## config.mk

```make
export PLATFORM = sky130hd
export DESIGN_NAME = wildcard_pattern_matcher
export DESIGN_NICKNAME = d
export VERILOG_FILES = /design/src/sv/wpm_pkg.sv /design/src/sv/wildcard_pattern_matcher.sv /design/src/sv/wpm_core.sv
export SDC_FILE = /design/constraint.sdc
export NUM_CORES = 1
export LEC_CHECK = 0
export BUFFER_PORTS_ARGS = -buffer_cell sky130_fd_sc_hd__buf_2
export CAP_MARGIN = 20
export CORE_ASPECT_RATIO = 0.5
export CORE_MARGIN = 4
export CORE_UTILIZATION = 58
export CTS_CLUSTER_DIAMETER = 30
export DETAILED_ROUTE_END_ITERATION = 10
export GPL_ROUTABILITY_DRIVEN = 0
export GPL_TIMING_DRIVEN = 0
export HOLD_SLACK_MARGIN = 0.06
export MAX_ROUTING_LAYER = met4
export PLACE_DENSITY_LB_ADDON = 0.08
export SLEW_MARGIN = 10
export SYNTH_ARGS = -nofsm -noshare
export SYNTH_HDL_FRONTEND = slang
export SYNTH_SLANG_ARGS = --single-unit
```

## constraint.sdc

```tcl
create_clock -name clk -period 4.2 [get_ports clk]
set_input_delay 0 -clock clk [delete_from_list [all_inputs] [get_ports clk]]
set_output_delay 0 -clock clk [all_outputs]
set_load 0.03 [all_outputs]
```

## src/sv/wpm_pkg.sv

```systemverilog
// Shared constants and types for the wildcard pattern matcher.
package wpm_pkg;

    // Default pattern capacity in bytes
    localparam int PATTERN_MAX_DEFAULT = 32;

    // Pattern bytes with special meaning
    localparam logic [7:0] STAR_BYTE = 8'h2A;
    localparam logic [7:0] ANY_BYTE  = 8'h3F;

    // Input beat operation codes
    typedef enum logic [1:0] {
        ACT_CLEAR  = 2'd0,
        ACT_APPEND = 2'd1,
        ACT_BEGIN  = 2'd2,
        ACT_TEXT   = 2'd3
    } action_t;

endpackage

```

## src/sv/wildcard_pattern_matcher.sv

```systemverilog
// Top level of the wildcard pattern matcher: input register, state, result register.
//
// Usage: drive beats on the input channel (in_valid/in_ready, action, symbol).
// A clear beat empties the pattern and the overflow flag; append beats load the
// pattern one byte at a time ('?' matches any byte, '*' any run). A begin beat
// starts a text and each text beat feeds one text byte. Begin and text beats
// each return one result beat (matched, no_live_position, pattern_overflow) on
// the output channel (out_valid/out_ready); clear and append beats return none.
// The accepted beat sits in the input register while the advance plus star closure
// network settles, and the result register loads when the beat advances.
// Throughput is one beat per cycle while the receiver does not stall the output.
// Reset empties the pattern, the position set and the overflow flag and drops
// any beat in flight; pattern storage is not cleared. When the receiver stalls,
// the result register holds; the input register keeps accepting until it holds
// a result-producing beat that cannot move, then in_ready drops.
module wildcard_pattern_matcher #(
    parameter int PATTERN_MAX = wpm_pkg::PATTERN_MAX_DEFAULT
) (
    input  logic       clk,
    input  logic       rst_n,
    input  logic       in_valid,
    output logic       in_ready,
    input  logic [1:0] action,
    input  logic [7:0] symbol,
    output logic       out_valid,
    input  logic       out_ready,
    output logic       matched,
    output logic       no_live_position,
    output logic       pattern_overflow
);

    localparam int W     = PATTERN_MAX + 1;
    localparam int LEN_W = $clog2(PATTERN_MAX + 1);
    localparam int IDX_W = (PATTERN_MAX > 1) ? $clog2(PATTERN_MAX) : 1;

    // Input stage
    logic                in_full_reg;
    wpm_pkg::action_t    action_reg;
    logic [7:0]          symbol_reg;

    // Block state
    logic [7:0]          pattern_reg [PATTERN_MAX];
    logic [LEN_W-1:0]    length_reg;
    logic [LEN_W-1:0]    length_next;
    logic [W-1:0]        active_reg;
    logic [W-1:0]        active_next;
    logic                overflow_reg;
    logic                overflow_next;

    // Result stage
    logic                out_valid_reg;
    logic                matched_reg;
    logic                no_live_reg;
    logic                overflow_out_reg;

    logic                has_result;
    logic                advance;
    logic [W-1:0]        step_active;

    // Move the held beat when its result, if any, has room
    assign has_result = (action_reg == wpm_pkg::ACT_BEGIN) || (action_reg == wpm_pkg::ACT_TEXT);
    assign advance    = in_full_reg && (!has_result || !out_valid_reg || out_ready);
    assign in_ready   = !in_full_reg || advance;

    wpm_core #(
        .PATTERN_MAX (PATTERN_MAX)
    ) u_core (
        .active      (active_reg),
        .pattern     (pattern_reg),
        .length      (length_reg),
        .is_begin    (action_reg == wpm_pkg::ACT_BEGIN),
        .symbol      (symbol_reg),
        .next_active (step_active)
    );

    // Next state for the held beat
    always_comb
    begin
        length_next   = length_reg;
        overflow_next = overflow_reg;
        active_next   = active_reg;
        case (action_reg)
            wpm_pkg::ACT_CLEAR:
            begin
                length_next   = '0;
                overflow_next = 1'b0;
                active_next   = '0;
            end
            wpm_pkg::ACT_APPEND:
            begin
                if (length_reg < LEN_W'(PATTERN_MAX))
                begin
                    length_next = length_reg + LEN_W'(1);
                end
                else
                begin
                    overflow_next = 1'b1;
                end
                active_next = '0;
            end
            wpm_pkg::ACT_BEGIN,
            wpm_pkg::ACT_TEXT:
            begin
                active_next = step_active;
            end
            default:
            begin
                active_next = active_reg;
            end
        endcase
    end

    // Capture input beats
    always_ff @(posedge clk or negedge rst_n)
    begin
        if (!rst_n)
        begin
            in_full_reg <= 1'b0;
        end
        else if (in_ready)
        begin
            in_full_reg <= in_valid;
        end
    end

    always_ff @(posedge clk)
    begin
        if (in_ready && in_valid)
        begin
            action_reg <= wpm_pkg::action_t'(action);
            symbol_reg <= symbol;
        end
    end

    // Update pattern length, position set and overflow flag
    always_ff @(posedge clk or negedge rst_n)
    begin
        if (!rst_n)
        begin
            length_reg   <= '0;
            active_reg   <= '0;
            overflow_reg <= 1'b0;
        end
        else if (advance)
        begin
            length_reg   <= length_next;
            active_reg   <= active_next;
            overflow_reg <= overflow_next;
        end
    end

    // Store appended pattern bytes while there is room
    always_ff @(posedge clk)
    begin
        if (advance && action_reg == wpm_pkg::ACT_APPEND
            && length_reg < LEN_W'(PATTERN_MAX))
        begin
            pattern_reg[length_reg[IDX_W-1:0]] <= symbol_reg;
        end
    end

    // Result register: load on a result-producing beat, drop when taken
    always_ff @(posedge clk or negedge rst_n)
    begin
        if (!rst_n)
        begin
            out_valid_reg <= 1'b0;
        end
        else if (advance && has_result)
        begin
            out_valid_reg <= 1'b1;
        end
        else if (out_ready)
        begin
            out_valid_reg <= 1'b0;
        end
    end

    always_ff @(posedge clk)
    begin
        if (advance && has_result)
        begin
            matched_reg      <= active_next[length_reg];
            no_live_reg      <= (active_next == '0);
            overflow_out_reg <= overflow_reg;
        end
    end

    assign out_valid        = out_valid_reg;
    assign matched          = matched_reg;
    assign no_live_position = no_live_reg;
    assign pattern_overflow = overflow_out_reg;

endmodule

```

## src/sv/wpm_core.sv

```systemverilog
// Next active-position set: byte advance followed by a star closure prefix network.
module wpm_core #(
    parameter int PATTERN_MAX = wpm_pkg::PATTERN_MAX_DEFAULT,
    localparam int W = PATTERN_MAX + 1,
    localparam int LEN_W = $clog2(PATTERN_MAX + 1)
) (
    input  logic [W-1:0]     active,
    input  logic [7:0]       pattern [PATTERN_MAX],
    input  logic [LEN_W-1:0] length,
    input  logic             is_begin,
    input  logic [7:0]       symbol,
    output logic [W-1:0]     next_active
);

    localparam int LEVELS = $clog2(W);

    logic [PATTERN_MAX-1:0] pos_valid;
    logic [PATTERN_MAX-1:0] pos_star;
    logic [W-1:0]           seed;
    logic [W-1:0]           gen_l  [LEVELS+1];
    logic [W-1:0]           prop_l [LEVELS+1];

    // Flag live positions and stars
    always_comb
    begin
        for (int j = 0; j < PATTERN_MAX; j++)
        begin
            pos_valid[j] = LEN_W'(j) < length;
            pos_star[j]  = pos_valid[j] && (pattern[j] == wpm_pkg::STAR_BYTE);
        end
    end

    // Advance each live position by one text byte, or seed position zero on begin
    always_comb
    begin
        seed = '0;
        if (is_begin)
        begin
            seed[0] = 1'b1;
        end
        else
        begin
            for (int j = 0; j < PATTERN_MAX; j++)
            begin
                if (active[j] && pos_valid[j])
                begin
                    if (pattern[j] == wpm_pkg::STAR_BYTE)
                    begin
                        seed[j] = 1'b1;
                    end
                    else if (pattern[j] == wpm_pkg::ANY_BYTE || pattern[j] == symbol)
                    begin
                        seed[j+1] = 1'b1;
                    end
                end
            end
        end
    end

    // Close over stars: a set bit in front of a star also sets the next bit.
    // Carry-style recurrence c[k] = g[k] | (p[k] & c[k-1]), solved as a log-depth prefix.
    always_comb
    begin
        gen_l[0]     = seed;
        prop_l[0]    = '0;
        for (int k = 1; k < W; k++)
        begin
            prop_l[0][k] = pos_star[k-1];
        end
        for (int lv = 0; lv < LEVELS; lv++)
        begin
            gen_l[lv+1]  = gen_l[lv];
            prop_l[lv+1] = prop_l[lv];
            for (int k = 0; k < W; k++)
            begin
                if (k >= (1 << lv))
                begin
                    gen_l[lv+1][k]  = gen_l[lv][k]
                                    | (prop_l[lv][k] & gen_l[lv][k - (1 << lv)]);
                    prop_l[lv+1][k] = prop_l[lv][k] & prop_l[lv][k - (1 << lv)];
                end
            end
        end
        next_active = gen_l[LEVELS];
    end

endmodule

```

======== After elaboration in Yosys (flattened, before gate mapping) ========
Cells that the tools add are included.
operators by class
  reductions and logical operators ........ 117
  bitwise logic cells ..................... 374
  order comparisons ....................... 36
  add/sub/neg operators ................... 1
  equality and inequality tests ........... 101
  mux-type cells .......................... 149
operators with widths
  operator                                                               number
  8-bit by 6-bit equality test with 1-bit output, second input constant  64
  256-bit bitwise mux                                                    1
  8-bit equality test                                                    32
  1-bit bitwise AND                                                      238
  1-bit OR                                                               135
  1-bit two-way mux                                                      101
  5-bit by 6-bit < comparator with 1-bit output, first input constant    16
  2-bit two-way mux                                                      39
  1-bit logical AND                                                      70
  33-bit case mux with 2 select lines                                    1
  4-bit by 6-bit < comparator with 1-bit output, first input constant    8
  8-bit demux with 5-bit select                                          1
  1-bit logical OR                                                       36
  33-bit zero test                                                       1
  32-bit two-way mux                                                     1
  3-bit by 6-bit < comparator with 1-bit output, first input constant    4
  1-bit by 6-bit < comparator with 1-bit output, first input constant    2
  2-bit by 6-bit < comparator with 1-bit output, first input constant    2
  6-bit case mux with 2 select lines                                     1
  8-bit two-way mux                                                      1
  6-bit by 7-bit < comparator with 1-bit output, second input constant   1
  6-bit by 1-bit adder with 6-bit output, second input constant          1
  1-bit binary-select mux with 6-bit select                              1
  6-bit greater-or-equal comparator, second input constant               1
  other kinds (13)                                                       20
word-level totals
  flip-flop bits (word level) ............. 310
  logic and storage cells ................. 820
  output and inout bits ................... 5
  bits of input ports ..................... 14

======== Longest topological paths before layout ========
  word-level depth ........................ 89
  mapped depth ............................ 17

======== Cells and area by module ========
Synthesis repeated with hierarchy kept, for this count alone.
unflattened totals
  cell total of the unflattened synthesis .. 1572
  area total of the unflattened synthesis .. 17165.2 um^2
modules (own cells, without submodules)
  module                    instances  cells each  area an instance (um^2)
  wildcard_pattern_matcher  1          552         10453.8
  wpm_core                  1          1020        6711.4

======== Least setup slack after synthesis ========
OpenSTA, ideal clock, no wires.
  path type ............................... register -> register
  start point ............................. register length_reg[1]
  end point ............................... register matched_reg, in the netlist matched, data pin
  arrival ................................. 4.043 ns
  stages on the path, launching flop included .. 18
  setup time .............................. 0.272 ns
  buffers on the path ..................... 2
  slack ................................... -0.115 ns
  required time ........................... 3.928 ns
  cell sequence ........................... dfrtp_1 -> clkbuf_1 -> inv_1 -> clkbuf_1 -> ha_1 -> nand2b_1 -> a31oi_2 -> nor3b_1 -> a221o_1 -> o211ai_1 -> nand3_1 -> a31o_1 -> a221o_1 -> a221o_1 -> a211o_1 -> a311o_1 -> a32oi_1 -> o2111ai_1
on the way
  longest elaborated chain between the ends .. 20
  elaborated cells between the ends (all ways) .. 544
  classes of those cells .................. order compare: 32; mux: 75; bitwise: 373; reduce/logical: 64
ends and longest elaborated chain
  what                                                                                                                   line                             RTL
  start: declaration                                                                                                     wildcard_pattern_matcher.sv:43   logic [LEN_W-1:0] length_reg;
  start signal: assignment                                                                                               wildcard_pattern_matcher.sv:146  length_reg <= length_next;
  2-bit by 6-bit < comparator with 1-bit output / 1-bit by 6-bit < comparator with 1-bit output (equally long branches)  wpm_core.sv:28                   pos_valid[j] = LEN_W'(j) < length;
  1-bit logical AND                                                                                                      wpm_core.sv:45                   if (active[j] && pos_valid[j])
  2-bit two-way mux                                                                                                      wpm_core.sv:45
  2-bit two-way mux / 1-bit two-way mux (equally long branches)                                                          wpm_core.sv:37, wpm_core.sv:47
  1-bit two-way mux / 2-bit two-way mux (equally long branches)                                                          wpm_core.sv:47, wpm_core.sv:45
  2-bit two-way mux (tied with other cells)                                                                              wpm_core.sv:45
  32-bit two-way mux / 1-bit bitwise AND (equally long branches)                                                         wpm_core.sv:37, wpm_core.sv:79
  1-bit bitwise AND / 1-bit OR (equally long branches)                                                                   wpm_core.sv:79                   | (prop_l[lv][k] & gen_l[lv][k - (1 << lv)]);
  [... 3 more ...]                                                                                                       -
  1-bit OR                                                                                                               wpm_core.sv:79
  1-bit bitwise AND                                                                                                      wpm_core.sv:79
  1-bit OR                                                                                                               wpm_core.sv:79
  1-bit bitwise AND                                                                                                      wpm_core.sv:79
  1-bit OR (2 in a row)                                                                                                  wpm_core.sv:79
  33-bit case mux with 2 select lines                                                                                    wildcard_pattern_matcher.sv:82   case (action_reg)
  1-bit binary-select mux with 6-bit select (*)                                                                          wildcard_pattern_matcher.sv:183  matched_reg <= active_next[length_reg];
  1-bit two-way mux (not written as such) (*)                                                                            wildcard_pattern_matcher.sv:183
  end signal: assignment                                                                                                 wildcard_pattern_matcher.sv:183
  end: declaration                                                                                                       wildcard_pattern_matcher.sv:52   logic matched_reg;
Mark *: on every way between the ends. The rest lies on a longest branch, timed or not. The select of a mux whose other input is x is not followed.
A chain may end at the register's enable or synchronous reset.

======== Worst setup path after layout ========
Same ends and word-level chain as after synthesis.

==> impl_results.md <==
* Primary FF master, synth: edfxtp_1
* Vias in the first global route at 14.4k
* I/O pins at 19
* Max-cap violations at 0
* Max-slew violation total from the final report at 0
* Critical Path RT at 4.46 ns
* GRT Total Usage at 0.373
* Yosys top cell area share at 0.463
* Die X at 253 um
* Mux cell area share after synthesis at 0.00179
* Fmax achieved at approximately 0.23 GHz
* Status: finished with violations
* DR iter-0 viols at about 2.6k
* Tightest Pin Transition at around 0.97 ns
* Worst vdd ir at approximately 0.4 mV
* Hpwl dp at 42300 um
* Share of layout cells above drive strength 1 at 0.169
* Remaining global-route overflow at 0
* Leakage at between 6 and 7 nW
* Clk slew on worst S/H paths at about 0.060 ns
* WS Path Type: flip-flop to flip-flop
* Register area share after synthesis at 0.522
* Worst setup SP type: flip-flop
* Port bufs at 18
* CTS tree: done
* Xor and xnor area share after synthesis at 0.128
* Final Util at 0.715
* # setup viols final at 1
* CTS H-tree lvls at 2
* Die Span Y at 131 um
* Flop pwr share at 0.414
* DR WL/cell at around 28 um
* Most common cell after layout, fill and taps aside: edfxtp_1
* Die area at 33100 um2
* Worst-path fanout max at 7
* Worst-Skew Late Latency at between 0.5 and 0.6 ns
* Area post-placement at approximately 18000 um2
* Hold WC Path Type: primary input to flip-flop
* Site Rows at between 40 and 50
* Sink Count at slightly above 300
* Initial core utilization at 0.595
* Vias after detailed routing at ~15k
* Multi-input logic area at roughly 8300 um2
* Drt pass-1 iters at 7
* Combinational Power Share at 0.172
* Failing checks: negative setup slack
* First-pass GRT wire length at approximately 90000 um
* Synth Area in Adders at 0.00358
* Synth unique cells at 96
* Final worst setup slack at -0.0926 ns
* Cell Pwr Density at a little under 400 nW/um2
* Post-synth EDFFs at about 270
* Largest net degree at the start of global routing at 42
* DRC viols at 0
* Reg area at roughly 9000 um2
* Minimum clock period at about 4.3 ns
* Final period util at 1.02
* Synth top area cells: edfxtp_1 46%, xnor2_1 11%, dfrtp_1 5.9%
* Nets at ~1.8k
* Initial antenna violation count at 0
* Most frequent cells in the layout: 269 x edfxtp_1, 216 x xnor2_1, 132 x nand2_1
* Switching power total at around 0.0025 W
* Net Sw Frac at 0.295
* Mapped Area at ~17000 um2
* P&R area growth vs syn at 20.3%
* Synth Area in Compound Gates at 0.119
* Internal at 0.00586 W
* Syn_nets at ~1.6k
* Core area at ~29000 um2
* Mapped Cells at 1612
* Clock power frac at 0.414
* Antenna viol nets, final at 0
* Final hold vios at 0
* Largest family of logic cells by synthesized area: simple AND/OR/NAND/NOR gates
* Drt total wl at 61100 um
* Yosys reg bits at 310
* CTS buffer count at between 40 and 50
* Post-route setup TNS at -0.0926 ns
* Yosys top cell by area: edfxtp_1
* CP endpoint kind: flip-flop
* Rel. slew slack at 0.339
* Post-Layout Inst Area at around 21000 um2
* Synth warn at 0
* RSZ-0062 raised after global routing: yes
* Synth Area in Simple Gates at 0.196
* Critical Path AT at ~4.6 ns
* Largest register FFs at about 260
* Clock Skew at ~0.021 ns
* Total power at slightly above 0.008 W
* Clock Tree Root: clkbuf_16
* Async S/R FF share, synth at 0.132
* Routed vias/inst at between 7 and 8
* Number of filler cells placed in the layout at between 2k and 2.5k
* Max clock buf depth at 3
* Mean Syn Cell Area at ~11 um2
-- cell type report --
type,count,area share
Antenna cell,1,0.000119
Buffer,59,0.0271
Clock buffer,43,0.0492
Clock inverter,29,0.0142
Inverter,24,0.00465
Multi-Input combinational cell,1210,0.397
Sequential cell,310,0.434
Tap cell,391,0.0233
Timing Repair Buffer,104,0.0513
-- per-layer routing --
metal,wire [um],global-route usage,vias to the layer above
li1,-,-,6379
met1,23400,0.494,7334
met2,24700,0.526,1272
met3,9560,0.130,285
met4,3460,0.161,0
met5,0,-,-
-- worst max-delay path: stages (launching register included) --
cell       delay [ns]
dfrtp_1          0.42
buf_8            0.15
inv_8            0.07
clkbuf_16        0.14
ha_4             0.21
nand2b_4         0.11
a31oi_4          0.19
nor3b_2          0.08
a221o_1          0.42
o211ai_1         0.25
nand3_1          0.17
a31o_1           0.28
a221o_1          0.34
a221o_1          0.26
a211o_1          0.27
a311o_1          0.30
a32oi_1          0.19
o2111ai_2        0.15
-- per-stage QoR --
stage	std cells	hold WS, ns	setup slack, ns
4_1_cts	2153	0.163	0.0106
2_1_floorplan	1612	-0.296	0.0120
5_1_grt	2170	0.172	-0.0556
3_5_place_dp	2037	0.179	-1.40
3_3_place_gp	2021	0.176	-1.75
6_report	2171	0.164	-0.0926
-- Yosys cell counts, drive strengths merged, types with 10 or more instances --
| master | number |
|---|---|
| nor2b | 13 |
| buf | 48 |
| clkbuf | 20 |
| xnor2 | 216 |
| o211ai | 10 |
| and2 | 18 |
| xor2 | 40 |
| inv | 22 |
| dfrtp | 41 |
| or4 | 16 |
| and3 | 31 |
| nor2 | 136 |
| a31oi | 18 |
| nor3 | 50 |
| nor4 | 25 |
| edfxtp | 269 |
| or3 | 24 |
| nand2b | 14 |
| o21a | 10 |
| nand3 | 52 |
| nand2 | 134 |
| nand4 | 92 |
| o22ai | 11 |
| a21oi | 61 |
| o21ai | 63 |
-- worst paths after layout --
kind / start / slack [ns] / endpoint / depth (start not counted)
min reg2reg: overflow_reg / 0.46 / pattern_overflow / 0
min: symbol[0] / 0.16 / symbol_reg[0] / 2
min in group asynchronous: rst_n / 0.51 / active_reg[9] / 3
max: length_reg[1] / -0.09 / matched / 17
max reg2reg: length_reg[1] / -0.09 / matched / 17
max in group asynchronous: rst_n / 3.14 / in_full_reg / 4
-- power by group through the flow --
stage / logic [W] / registers, W / clock network, W
floorplan: 0.000662 / 0.00352 / 0
global placement: 0.00101 / 0.00357 / 0
detailed placement: 0.00112 / 0.00352 / 0
CTS: 0.00128 / 0.00344 / 0.00344
global route: 0.00145 / 0.00345 / 0.00359
finish: 0.00143 / 0.00344 / 0.00344
-- logic make-up (layout without fill, tap and decap cells) --
logic type / count (synthesis) / count (layout)
AND/OR/NAND/NOR: 651 / 651
adder cells (fa/ha/maj): 5 / 5
XOR/XNOR: 256 / 256
other: 0 / 1
AO/OA/AOI/OAI: 295 / 295
buffers and inverters: 92 / 259
multiplexers: 3 / 3
flip-flops: 310 / 310
-- what timing repair did --
item                                    4_1_cts  5_1_grt
endpoints found under the hold margin        53       18
endpoints found under the setup margin       18        3
gates cloned                                  2        0
pin swaps                                    24       25
hold buffers                                 14        1
setup buffers                                33       17
gates resized for setup                      98       58
Note: power is estimated with default switching activity, not from simulation.
